## config.mk

```make
export PLATFORM = sky130hd
export DESIGN_NAME = daily_alarm_table
export DESIGN_NICKNAME = d
export VERILOG_FILES = /design/src/dat_pkg.sv /design/src/dat_ctrl.sv /design/src/dat_datapath.sv /design/src/daily_alarm_table.sv
export VERILOG_INCLUDE_DIRS = /design/src /design/src/src
export SDC_FILE = /design/constraint.sdc
export NUM_CORES = 1
export LEC_CHECK = 0
export BUFFER_PORTS_ARGS = -buffer_cell sky130_fd_sc_hd__buf_2
export CORE_UTILIZATION = 45
export DETAILED_ROUTE_END_ITERATION = 8
export SLEW_MARGIN = 15
export SYNTH_ARGS = -nofsm -noshare
export SYNTH_HDL_FRONTEND = slang
export SYNTH_SLANG_ARGS = --single-unit
```

## constraint.sdc

```tcl
create_clock -name clk_i -period 8.3 [get_ports clk_i]
set_input_delay 2.075 -clock clk_i [delete_from_list [all_inputs] [get_ports clk_i]]
set_output_delay 2.075 -clock clk_i [all_outputs]
set_load 0.01 [all_outputs]
```

## src/assert_macros.svh

```systemverilog
// ----------------------------------------------------------------------------
// assert_macros.svh
// shared concurrent assertion macros, compiled out when ASSERT_OFF is set
// ----------------------------------------------------------------------------
`ifndef ASSERT_MACROS_SVH
`define ASSERT_MACROS_SVH

`ifndef ASSERT_OFF

// property holds at every clock edge out of reset
`define ASSERT_ALWAYS(lbl, clk, rst_n, prop) \
  lbl: assert property (@(posedge clk) disable iff (!rst_n) (prop)) \
    else $error("assertion failed");

// consequent holds in the cycle after the antecedent
`define ASSERT_NEXT(lbl, clk, rst_n, ante, cons) \
  lbl: assert property (@(posedge clk) disable iff (!rst_n) (ante) |=> (cons)) \
    else $error("assertion failed");

`else

`define ASSERT_ALWAYS(lbl, clk, rst_n, prop)
`define ASSERT_NEXT(lbl, clk, rst_n, ante, cons)

`endif

`endif

```

## src/dat_pkg.sv

```systemverilog
// ----------------------------------------------------------------------------
// dat_pkg
// types and constants of the daily alarm table
// ----------------------------------------------------------------------------
package dat_pkg;

  localparam int ENTRY_SLOTS = 8;
  localparam int IDX_W       = (ENTRY_SLOTS > 1) ? $clog2(ENTRY_SLOTS) : 1;
  localparam int CNT_W       = $clog2(ENTRY_SLOTS + 1);
  localparam int COUNT_W     = 4;
  localparam int SEC_W       = 32;
  localparam int FIRE_WINDOW = 60;

  typedef enum logic [2:0] {
    MODE_TICK      = 3'd0,
    MODE_APPEND    = 3'd1,
    MODE_OVERWRITE = 3'd2,
    MODE_REMOVE    = 3'd3,
    MODE_READ      = 3'd4
  } mode_e;

  typedef enum logic [1:0] {
    ST_OK    = 2'd0,
    ST_RANGE = 2'd1,
    ST_FULL  = 2'd2
  } status_e;

  typedef enum logic {
    KIND_FIRE   = 1'b0,
    KIND_STATUS = 1'b1
  } kind_e;

  typedef struct packed {
    logic [2:0]       mode;
    logic [2:0]       slot;
    logic [4:0]       entry_hour;
    logic [5:0]       entry_minute;
    logic [7:0]       entry_amount;
    logic             entry_enabled;
    logic [4:0]       clock_hour;
    logic [5:0]       clock_minute;
    logic [SEC_W-1:0] clock_seconds;
  } alarm_in_t;

  typedef struct packed {
    logic               kind;
    logic [1:0]         status;
    logic [2:0]         fired_slot;
    logic [4:0]         out_hour;
    logic [5:0]         out_minute;
    logic [7:0]         out_amount;
    logic               out_enabled;
    logic [COUNT_W-1:0] entry_count;
    logic               last;
  } alarm_res_t;

  typedef struct packed {
    logic       enabled;
    logic [7:0] amount;
    logic [4:0] hour;
    logic [5:0] minute;
  } entry_t;

  // controller to datapath
  typedef struct packed {
    logic load_in;
    logic walk;
    logic emit;
    logic shift;
    logic stat;
  } dat_cmd_t;

  // datapath to controller
  typedef struct packed {
    logic idx_last;
    logic range_err;
    logic mask_empty;
    logic out_free;
  } dat_sts_t;

endpackage

```

## src/dat_ctrl.sv

```systemverilog
// ----------------------------------------------------------------------------
// dat_ctrl
// sequencer for ticks, table edits and result delivery
// ----------------------------------------------------------------------------
module dat_ctrl (
  input  logic              clk_i,
  input  logic              rst_ni,
  input  logic              in_valid_i,
  input  logic [2:0]        mode_i,
  output logic              in_ready_o,
  output dat_pkg::dat_cmd_t cmd_o,
  input  dat_pkg::dat_sts_t sts_i
);

  typedef enum logic [4:0] {
    S_IDLE  = 5'b00001,
    S_WALK  = 5'b00010,
    S_EMIT  = 5'b00100,
    S_SHIFT = 5'b01000,
    S_STAT  = 5'b10000
  } state_e;

  state_e state_q, state_d;

  always_comb begin
    state_d    = state_q;
    cmd_o      = '0;
    in_ready_o = 1'b0;
    case (state_q)
      S_IDLE: begin
        in_ready_o = 1'b1;
        if (in_valid_i) begin
          cmd_o.load_in = 1'b1;
          case (mode_i)
            dat_pkg::MODE_TICK:   state_d = S_WALK;
            dat_pkg::MODE_REMOVE: state_d = S_SHIFT;
            dat_pkg::MODE_APPEND, dat_pkg::MODE_OVERWRITE, dat_pkg::MODE_READ: begin
              state_d = S_STAT;
            end
            default: state_d = S_IDLE;
          endcase
        end
      end
      S_WALK: begin
        cmd_o.walk = 1'b1;
        if (sts_i.idx_last) begin
          state_d = S_EMIT;
        end
      end
      S_EMIT: begin
        if (sts_i.mask_empty) begin
          state_d = S_IDLE;
        end else if (sts_i.out_free) begin
          cmd_o.emit = 1'b1;
        end
      end
      S_SHIFT: begin
        if (sts_i.range_err || sts_i.idx_last) begin
          state_d = S_STAT;
        end else begin
          cmd_o.shift = 1'b1;
        end
      end
      S_STAT: begin
        if (sts_i.out_free) begin
          cmd_o.stat = 1'b1;
          state_d    = S_IDLE;
        end
      end
      default: state_d = S_IDLE;
    endcase
  end

  always_ff @(posedge clk_i or negedge rst_ni) begin
    if (!rst_ni) begin
      state_q <= S_IDLE;
    end else begin
      state_q <= state_d;
    end
  end

endmodule

```

## src/dat_datapath.sv

```systemverilog
// ----------------------------------------------------------------------------
// dat_datapath
// alarm table storage, match walk, shift and result register
// ----------------------------------------------------------------------------
`include "assert_macros.svh"

module dat_datapath (
  input  logic                clk_i,
  input  logic                rst_ni,
  input  dat_pkg::alarm_in_t  in_data_i,
  input  dat_pkg::dat_cmd_t   cmd_i,
  output dat_pkg::dat_sts_t   sts_o,
  output logic                out_valid_o,
  input  logic                out_ready_i,
  output dat_pkg::alarm_res_t out_data_o
);

  localparam int IW = dat_pkg::IDX_W;
  localparam int CW = dat_pkg::CNT_W;
  localparam int NS = dat_pkg::ENTRY_SLOTS;
  localparam int SW = dat_pkg::SEC_W;

  dat_pkg::entry_t     ent_q [NS];
  logic [SW-1:0]       lft_q [NS];
  logic [CW-1:0]       used_q, used_d;
  logic [IW-1:0]       idx_q, idx_d;
  logic [NS-1:0]       mask_q, mask_d;
  dat_pkg::alarm_in_t  in_q;
  logic                out_valid_q, out_valid_d;
  dat_pkg::alarm_res_t out_q, res_d;

  logic [IW-1:0]   rd_addr, slot_idx, fire_idx;
  dat_pkg::entry_t ent_rd, in_ent;
  logic [SW-1:0]   lft_rd;
  logic            ent_we, lft_we, res_ld, match, full, range_err;
  logic            out_free, emit_last, idx_last;
  logic [IW-1:0]   ent_waddr, lft_waddr;
  dat_pkg::entry_t ent_wdata;
  logic [SW-1:0]   lft_wdata;
  logic [NS-1:0]   fire_oh;

  assign slot_idx  = IW'(in_q.slot);
  assign out_free  = !out_valid_q || out_ready_i;
  assign full      = used_q >= CW'(NS);
  assign range_err = 8'(in_q.slot) >= 8'(used_q);
  assign idx_last  = (CW'(idx_q) + CW'(1)) >= used_q;

  assign in_ent.enabled = in_q.entry_enabled;
  assign in_ent.amount  = in_q.entry_amount;
  assign in_ent.hour    = in_q.entry_hour;
  assign in_ent.minute  = in_q.entry_minute;

  // lowest pending firing
  always_comb begin
    fire_idx = '0;
    for (int i = NS - 1; i >= 0; i--) begin
      if (mask_q[i]) begin
        fire_idx = IW'(i);
      end
    end
  end

  assign fire_oh   = NS'(1) << fire_idx;
  assign emit_last = (mask_q & ~fire_oh) == '0;

  always_comb begin
    rd_addr = idx_q;
    if (cmd_i.shift) begin
      rd_addr = idx_q + IW'(1);
    end else if (cmd_i.emit) begin
      rd_addr = fire_idx;
    end else if (cmd_i.stat) begin
      rd_addr = slot_idx;
    end
  end

  assign ent_rd = ent_q[rd_addr];
  assign lft_rd = lft_q[rd_addr];

  assign match = ent_rd.enabled
              && (ent_rd.hour == in_q.clock_hour)
              && (ent_rd.minute == in_q.clock_minute)
              && ({1'b0, in_q.clock_seconds} >= ({1'b0, lft_rd} + (SW+1)'(dat_pkg::FIRE_WINDOW)))
              && (CW'(idx_q) < used_q);

  always_comb begin
    ent_we    = 1'b0;
    ent_waddr = idx_q;
    ent_wdata = ent_rd;
    lft_we    = 1'b0;
    lft_waddr = idx_q;
    lft_wdata = lft_rd;
    used_d    = used_q;
    idx_d     = idx_q;
    mask_d    = mask_q;
    res_ld    = 1'b0;
    res_d     = '0;
    res_d.entry_count = dat_pkg::COUNT_W'(used_q);

    if (cmd_i.load_in) begin
      mask_d = '0;
      idx_d  = (in_data_i.mode == dat_pkg::MODE_REMOVE) ? IW'(in_data_i.slot) : '0;
    end

    if (cmd_i.walk) begin
      idx_d = idx_q + IW'(1);
      if (match) begin
        mask_d[idx_q] = 1'b1;
        lft_we        = 1'b1;
        lft_wdata     = in_q.clock_seconds;
      end
    end

    if (cmd_i.shift) begin
      idx_d  = idx_q + IW'(1);
      ent_we = 1'b1;
      lft_we = 1'b1;
    end

    if (cmd_i.emit) begin
      res_ld            = 1'b1;
      mask_d            = mask_q & ~fire_oh;
      res_d.kind        = dat_pkg::KIND_FIRE;
      res_d.status      = dat_pkg::ST_OK;
      res_d.fired_slot  = 3'(fire_idx);
      res_d.out_hour    = ent_rd.hour;
      res_d.out_minute  = ent_rd.minute;
      res_d.out_amount  = ent_rd.amount;
      res_d.out_enabled = ent_rd.enabled;
      res_d.last        = emit_last;
    end

    if (cmd_i.stat) begin
      res_ld           = 1'b1;
      res_d.kind       = dat_pkg::KIND_STATUS;
      res_d.last       = 1'b1;
      res_d.fired_slot = in_q.slot;
      res_d.status     = dat_pkg::ST_OK;
      if (in_q.mode == dat_pkg::MODE_APPEND) begin
        if (full) begin
          res_d.status     = dat_pkg::ST_FULL;
          res_d.fired_slot = '0;
        end else begin
          ent_we            = 1'b1;
          ent_waddr         = IW'(used_q);
          ent_wdata         = in_ent;
          lft_we            = 1'b1;
          lft_waddr         = IW'(used_q);
          lft_wdata         = '0;
          used_d            = used_q + CW'(1);
          res_d.fired_slot  = 3'(used_q);
          res_d.entry_count = dat_pkg::COUNT_W'(used_q + CW'(1));
        end
      end else if (range_err) begin
        res_d.status = dat_pkg::ST_RANGE;
      end else if (in_q.mode == dat_pkg::MODE_OVERWRITE) begin
        ent_we    = 1'b1;
        ent_waddr = slot_idx;
        ent_wdata = in_ent;
      end else if (in_q.mode == dat_pkg::MODE_REMOVE) begin
        used_d            = used_q - CW'(1);
        res_d.entry_count = dat_pkg::COUNT_W'(used_q - CW'(1));
      end else begin
        res_d.out_hour    = ent_rd.hour;
        res_d.out_minute  = ent_rd.minute;
        res_d.out_amount  = ent_rd.amount;
        res_d.out_enabled = ent_rd.enabled;
      end
    end

    out_valid_d = out_valid_q;
    if (res_ld) begin
      out_valid_d = 1'b1;
    end else if (out_ready_i) begin
      out_valid_d = 1'b0;
    end
  end

  always_ff @(posedge clk_i or negedge rst_ni) begin
    if (!rst_ni) begin
      used_q      <= '0;
      idx_q       <= '0;
      mask_q      <= '0;
      out_valid_q <= 1'b0;
      for (int i = 0; i < NS; i++) begin
        lft_q[i] <= '0;
      end
    end else begin
      used_q      <= used_d;
      idx_q       <= idx_d;
      mask_q      <= mask_d;
      out_valid_q <= out_valid_d;
      if (lft_we) begin
        lft_q[lft_waddr] <= lft_wdata;
      end
    end
  end

  always_ff @(posedge clk_i) begin
    if (ent_we) begin
      ent_q[ent_waddr] <= ent_wdata;
    end
    if (cmd_i.load_in) begin
      in_q <= in_data_i;
    end
    if (res_ld) begin
      out_q <= res_d;
    end
  end

  assign sts_o.idx_last   = idx_last;
  assign sts_o.range_err  = range_err;
  assign sts_o.mask_empty = (mask_q == '0);
  assign sts_o.out_free   = out_free;

  assign out_valid_o = out_valid_q;
  assign out_data_o  = out_q;

  `ASSERT_ALWAYS(a_used_bound, clk_i, rst_ni, used_q <= CW'(NS))
  `ASSERT_ALWAYS(a_no_result_clobber, clk_i, rst_ni, !(res_ld && !out_free))
  `ASSERT_NEXT(a_mask_drained, clk_i, rst_ni, cmd_i.emit && emit_last, mask_q == '0)

endmodule

```

## src/daily_alarm_table.sv

```systemverilog
// ----------------------------------------------------------------------------
// daily_alarm_table
// table of daily alarms with tick matching and table edit operations
// ----------------------------------------------------------------------------
// One item is handled at a time through a single table read port. A tick walks
// the stored entries one per cycle, then delivers one fire transaction per match
// in ascending slot order, each once the output register is free. A remove
// shifts the later entries down one per cycle before its status; append,
// overwrite and read go straight to their status. Results leave through an
// output register, so a waiting result does not block the next input.
// ----------------------------------------------------------------------------
module daily_alarm_table (
  input  logic                clk_i,
  input  logic                rst_ni,
  input  logic                in_valid_i,
  output logic                in_ready_o,
  input  dat_pkg::alarm_in_t  in_data_i,
  output logic                out_valid_o,
  input  logic                out_ready_i,
  output dat_pkg::alarm_res_t out_data_o
);

  dat_pkg::dat_cmd_t cmd;
  dat_pkg::dat_sts_t sts;

  dat_ctrl u_ctrl (
    .clk_i      (clk_i),
    .rst_ni     (rst_ni),
    .in_valid_i (in_valid_i),
    .mode_i     (in_data_i.mode),
    .in_ready_o (in_ready_o),
    .cmd_o      (cmd),
    .sts_i      (sts)
  );

  dat_datapath u_datapath (
    .clk_i       (clk_i),
    .rst_ni      (rst_ni),
    .in_data_i   (in_data_i),
    .cmd_i       (cmd),
    .sts_o       (sts),
    .out_valid_o (out_valid_o),
    .out_ready_i (out_ready_i),
    .out_data_o  (out_data_o)
  );

endmodule
```

==> impl_metrics.tcl, run 1 <==
set metrics [dict create \
    cts_buffer_depth 3 \
    totalNegativeSetupSlack_ns -0.3918 \
    worst_slack_ns -0.02457 \
    yosysSeqAreaShare 0.5735 \
    detailedPlacementHpwl_mm 44.62 \
    synth.yosys.warnings 0 \
    port_buffers 105 \
    pwr-share-seq 0.304 \
    netlist_top_cells_count "311 x nand2_1, 276 x dfrtp_1, 260 x edfxtp_1" \
    run_status "complete, but fails checks" \
    clock_latency_at_the_later_pin_of_the_worst_skew_pair_ns 0.64 \
    fin_util 0.5779 \
    netlist_top_cells_area "edfxtp_1 30%, dfrtp_1 27%, mux2_2 11%, mux2i_1 6.0%, nand2_1 4.5%" \
    synthesis.area_per_instance_sq_um 12.51 \
    ios 106 \
    sw_frac_of_total 0.3792 \
    top_cell_type_by_total_area_after_synthesis "edfxtp_1" \
    grt_antenna_before_repair 0 \
    overflow 0 \
    finalSetupViolations 45 \
    worst-endpoint-required_ns 8.81 \
    area_added_between_synthesis_and_finish_pct 26.78 \
    cts_made_buffers 57 \
    drt_iter0_markers 1480 \
    yosys.area.top_type_share 0.3037 \
    avgViaCountPerCell 5.749 \
    cpMostUsedCell "buf_4" \
    max_slew_margin 0.3319 \
    synth_cell_types 77 \
    cp-start-kind "input pin" \
    hold_violations 0 \
    synth_seq_cells 537 \
    maxSlewViolCount 0 \
    core_region_area_sq_um 56390 \
    vias 18360 \
    reg2reg_setup_slack_ns 0.05 \
    cts.root.buffer_cell "clkbuf_16" \
    grt_pass1_wl_mm 108.7 \
    period_minus_slack_ns 8.325 \
    synthFlopType "dfrtp_1" \
    synth_cells 2054 \
    syn-cell-area_sq_um 25700 \
    worst_pin_slew_ns 1.002 \
    avgRoutedWirePerCell_um 23.09 \
    insertedDiodeCount 0 \
    cts_max_level 2 \
    floorplan.initialDensity 0.4559 \
    timing.critical_path.max_delay_family "simple AND/OR/NAND/NOR gates" \
    synth_nets 2174 \
    power.density_nw_per_um2 358.9 \
    leakage_power_summed_over_all_cells_uw 0.01356 \
    irDropWorstVdd_mv 0.2096 \
    crit_path_max_fanout 16 \
    worst_hold_path_type "flop to flop" \
    power_switching_uw 4435 \
    worstSetupPathType "input pin to flop" \
    final_net_count 2509 \
    totalWireLength_mm 73.76 \
    cts.reportedPaths.clkPinSlew_ns 0.06 \
    grt_start_max_net_pins 121 \
    violations_in_the_final_reports "negative setup slack" \
    p_int_uw 7260 \
    max_cap_viol_count 0 \
    most_used_standard_cell_by_instance_count_after_synthesis "nand2_1" \
    fin_crit_sh 1.003 \
    worstSetupEndpointType "flop" \
    postSynth.asyncResetShare 0.5158 \
    chipWidth_um 241 \
    worstPathArrival_ns 8.83 \
    clock.fmax_ghz 0.1201 \
    drt_first_pass_iters 5 \
    die_height_um 241 \
    global_placer_s_final_weighted_congestion 0.8764 \
    finClkSkew_ns 0.02764 \
    postCtsHoldBufs 0 \
    grt_setup_unrepaired "yes" \
    core.rowCount 87 \
    cts.sinks 537 \
    critical_path_s_largest_stage_delay_ns 0.54 \
    grt_pass1_vias 18170 \
    dp_slack_ns -1.322 \
    die_area_sq_um 58080 \
    track_usage 0.2475 \
    cp_num_buf_inv 8 \
    final_layout_size_suffix_gt1_frac 0.3486 \
    cp_slowest_cell "a211o_1" \
    comb_power_share 0.463 \
    final_antenna_net_count 0 \
    drc 0 \
    synth_enable_flop_cells 260 \
    clock_power_share 0.233 \
    tritoncts "built" \
]
## worst paths after layout
| kind | from | to | cells past startpoint |
|---|---|---|---|
| setup / recovery | out_ready_i | u_datapath.lft_q[243]$_DFFE_PN0P_ | 31 |
| hold / removal | u_datapath.lft_q[127]$_DFFE_PN0P_ | u_datapath.lft_q[127]$_DFFE_PN0P_ | 1 |
| setup reg to reg | u_datapath.idx_q[0]$_DFFE_PN0P_ | u_datapath.lft_q[243]$_DFFE_PN0P_ | 35 |
| hold reg to reg | u_datapath.lft_q[127]$_DFFE_PN0P_ | u_datapath.lft_q[127]$_DFFE_PN0P_ | 1 |
| max in group asynchronous | rst_ni | u_datapath.lft_q[231]$_DFFE_PN0P_ | 2 |
| min in group asynchronous | rst_ni | u_ctrl.state_q[2]$_DFFE_PN0P_ | 1 |
## registers in the layout, indices dropped and copies added, names as in the netlist
name                    count
u_datapath.mask_q           8
u_datapath.slot_idx         3
u_datapath.ent_q          160
u_datapath.lft_q          256
u_datapath.out_data_o      31
u_ctrl.state_q              5
u_datapath.in_ent          20
u_datapath.used_q           4
u_datapath.in_q            46
u_datapath.idx_q            3
u_datapath.out_valid_o      1
## cell type report
| type | instances | area, sq um |
|---|---|---|
| well taps | 756 | 945.9 |
| fillers | 4646 | 23800 |
| clock buffers | 65 | 1476 |
| inverters | 20 | 77.57 |
| flip-flops and latches | 537 | 14740 |
| clock inverters | 43 | 536.8 |
| multi-input cells | 1383 | 11370 |
| repair buffers | 390 | 3442 |
## cell families after synthesis
| kind of cell | count (synthesis) | synth area share |
|---|---|---|
| buf+inv | 136 | 0.02643 |
| compound gates | 282 | 0.08324 |
| simple gates | 592 | 0.1040 |
| mux | 418 | 0.1757 |
| xor+xnor | 42 | 0.01431 |
| fa+ha+maj | 47 | 0.02288 |
| flops | 537 | 0.5735 |
## cell usage in the layout (no fill, tap or decap), drive strengths merged, types with 16 or more instances in the layout
cell type and n:
o21ai 53, nor3 16, nand3 101, mux2i 153, clkbuf 73, a21oi 31, a221oi 27, ha 47
nand2 313, a31oi 19, xor2 17, mux2 265, a32o 26, a22oi 26, dfrtp 276, nand4 18
buf 382, xnor2 25, inv 20, and3 22, nor2 61, clkinv 27, o211ai 23, edfxtp 260
## power groups by stage
stage          Sequential [uW]  Clock, uW  Combinational, uW
2_1_floorplan             3550          0               2870
3_3_place_gp              3590          0               4800
4_1_cts                   3550       2770               5110
3_5_place_dp              3600          0               4870
6_report                  3560       2720               5410
5_1_grt                   3580       2860               5870
## layer usage
metal,share of wire,global-route usage,vias up
met5,0,0,-
met4,0.022,0.06521,0
met3,0.049,0.03191,117
met2,0.48,0.4146,492
met1,0.44,0.3390,9447
li1,-,-,8307
## metrics by stage
step,instances,total power [uW],instance area (sq um),hold slack (ns)
after floorplan,2054,6419,25910,0.4579
after global placement,3021,8391,28780,0.4688
after detailed placement,3021,8474,28780,0.4747
after CTS,3167,11430,31620,0.4880
after global routing,3194,12320,32590,0.5145
final,3194,11700,32590,0.5008
## timing repair
action	CTS	global route
cloned	9	10
buffers inserted	31	24
setup endpoints to repair	258	258
pin swaps	33	22
gates resized for setup	72	163
Power figures use the tool's default switching activity.
==> inputs of run 2 (changes only) <==
--- a/config.mk
+++ b/config.mk
@@ -7,8 +7,10 @@
 export NUM_CORES = 1
 export LEC_CHECK = 0
 export BUFFER_PORTS_ARGS = -buffer_cell sky130_fd_sc_hd__buf_2
+export CORE_ASPECT_RATIO = 1.2
 export CORE_UTILIZATION = 45
 export DETAILED_ROUTE_END_ITERATION = 8
+export GPL_ROUTABILITY_DRIVEN = 0
 export SLEW_MARGIN = 15
 export SYNTH_ARGS = -nofsm -noshare
 export SYNTH_HDL_FRONTEND = slang
==> run 2 against run 1 <==
The flow finishes with violations (design-rule violations, negative setup slack); cell count is 0.25% lower; cell area is 2.5% higher; global-route usage fell by 0.82 points; count of clock-buffer cells in the layout is 4 higher; worst setup slack worse by 0.025 ns; power fell by 0.33%; first-iteration DRC count grew 9.7%; non-clock buffer count grew 28; clock power decreased by 7.7%; sequential share of layout area shrank 1.1 points.
==> impl_metrics.tcl, run 2 (synthesized netlist as in run 1, its figures left out) <==
set metrics [dict create \
    comb_power_share 0.478 \
    crit_path_max_fanout 9 \
    power_switching_uw 4451 \
    port_buffers 105 \
    grt_start_max_net_pins 184 \
    cp-start-kind "input pin" \
    clock_latency_at_the_later_pin_of_the_worst_skew_pair_ns 0.66 \
    drt_iter0_markers 1624 \
    irDropWorstVdd_mv 0.2168 \
    worst-endpoint-required_ns 8.81 \
    depth_of_the_most_critical_reg_to_reg_path 38 \
    finalSetupViolations 33 \
    cts_buffer_depth 3 \
    worst_pin_slew_ns 1.056 \
    max_slew_margin 0.2960 \
    critical_path_s_largest_stage_delay_ns 0.43 \
    final_antenna_net_count 0 \
    hold_violations 0 \
    worst_hold_path_type "flop to flop" \
    insertedDiodeCount 0 \
    core.rowCount 95 \
    max_cap_viol_count 0 \
    clock.fmax_ghz 0.1198 \
    final_common_cell "nand2_1" \
    final_design_area_no_fill_sq_um 33400 \
    detailedPlacementHpwl_mm 43.62 \
    sw_frac_of_total 0.3818 \
    drc 5 \
    die_height_um 263.8 \
    power.density_nw_per_um2 348.9 \
    tritoncts "built" \
    vias 18540 \
    cts.sinks 537 \
    chipWidth_um 220.2 \
    grt_antenna_before_repair 0 \
    top_register "u_datapath.lft_q" \
    core_region_area_sq_um 56220 \
    die_area_sq_um 58080 \
    dp_slack_ns -0.8607 \
    final_net_count 2533 \
    floorplan.initialDensity 0.4572 \
    track_usage 0.2393 \
    grt_setup_unrepaired "yes" \
    violations_in_the_final_reports "design-rule violations, negative setup slack" \
    worst_slack_ns -0.04968 \
    ios 106 \
    cpMostUsedCell "buf_4" \
    pwr-share-seq 0.307 \
    area_added_between_synthesis_and_finish_pct 29.96 \
    overflow 0 \
    maxSlewViolCount 0 \
    cts_made_buffers 55 \
    postCtsHoldBufs 0 \
    cts_max_level 2 \
    fin_crit_sh 1.006 \
    clock_power_share 0.215 \
    avgRoutedWirePerCell_um 23.70 \
    worstPathArrival_ns 8.86 \
    cts.root.buffer_cell "clkbuf_16" \
    totalWireLength_mm 75.49 \
    largest_register_ffs 256 \
    cts.reportedPaths.clkPinSlew_ns 0.06 \
    hold-path-cell-count 1 \
    grt_pass1_wl_mm 106.7 \
    period_minus_slack_ns 8.350 \
    final_layout_size_suffix_gt1_frac 0.3550 \
    worstSetupEndpointType "flop" \
    worstSetupPathType "input pin to flop" \
    run_status "complete, but fails checks" \
    cp_slowest_cell "or3_4" \
    reg.largest.list "u_datapath.lft_q x256, u_datapath.ent_q x160, u_datapath.in_q x46" \
    p_int_uw 7206 \
    placed_cell_area_sq_um 28800 \
    avgViaCountPerCell 5.818 \
    grt_pass1_vias 18270 \
    drt_first_pass_iters 8 \
    mostFrequentLayoutCells "309 x nand2_1, 276 x dfrtp_1, 260 x edfxtp_1" \
    finClkSkew_ns 0.05524 \
    leakage_power_summed_over_all_cells_uw 0.01383 \
]
## run 2: cell type report
| class | instances | area (sq um) |
|---|---|---|
| Clock inverter | 34 | 344.1 |
| Inverter | 20 | 77.57 |
| Sequential cell | 537 | 14740 |
| Multi-Input combinational cell | 1381 | 11860 |
| Fill cell | 4416 | 22820 |
| Timing Repair Buffer | 418 | 3970 |
| Tap cell | 727 | 909.6 |
| Clock buffer | 69 | 1501 |
## run 2: metal layers
layer | track usage | wire length, um
met2 | 0.3949 | 36750
met3 | 0.02844 | 3457
met5 | 0 | 0
met4 | 0.08108 | 2464
met1 | 0.3257 | 32830
## run 2: critical path, delay by kind of cell
family	cells	cell delay, ns
muxes	2	0.36
AOI/OAI and AO/OA	7	1.40
buffers and inverters	13	1.99
xor gates and xnor gates	1	0.13
and+or+nand+nor	13	2.57
adders and majority gates	1	0.30
## run 2: what timing repair did
item,4_1_cts,5_1_grt
buffers inserted,27,46
endpoints found under the setup margin,256,257
gates resized for setup,27,351
pin swaps,21,28
cloned,3,25
## run 2: power by group through the flow
stage	Sequential [uW]	Combinational [uW]	Clock, uW
global route	3600	6020	2660
CTS	3560	5070	2560
finish	3580	5570	2510
floorplan	3550	2870	0
detailed placement	3610	4950	0
global placement	3600	4850	0
## run 2: per-stage QoR
| stage | total power [uW] | TNS [ns] | util | hold slack [ns] | instances |
|---|---|---|---|---|---|
| global route | 12280 | -58.51 | 0.5941 | 0.5185 | 3186 |
| floorplan | 6419 | 0 | - | 0.4579 | 2054 |
| detailed placement | 8559 | -198.26 | 0.5123 | 0.4746 | 2992 |
| global placement | 8449 | -152.71 | 0.5123 | 0.4672 | 2992 |
| finish | 11660 | -0.7694 | 0.5941 | 0.5077 | 3186 |
| CTS | 11190 | 0 | 0.5533 | 0.4900 | 3125 |
## run 2: final timing paths
kind / from / to / slack (ns)
worst max-delay path: out_ready_i / u_datapath.lft_q[202]$_DFFE_PN0P_ / -0.05
worst min-delay path: u_datapath.lft_q[216]$_DFFE_PN0P_ / u_datapath.lft_q[216]$_DFFE_PN0P_ / 0.51
worst max register to register: u_datapath.idx_q[0]$_DFFE_PN0P_ / u_datapath.lft_q[202]$_DFFE_PN0P_ / 0.03
worst min register to register: u_datapath.lft_q[216]$_DFFE_PN0P_ / u_datapath.lft_q[216]$_DFFE_PN0P_ / 0.51
max in group asynchronous: rst_ni / u_datapath.lft_q[110]$_DFFE_PN0P_ / 5.28
min in group asynchronous: rst_ni / u_datapath.used_q[3]$_DFFE_PN0P_ / 1.40
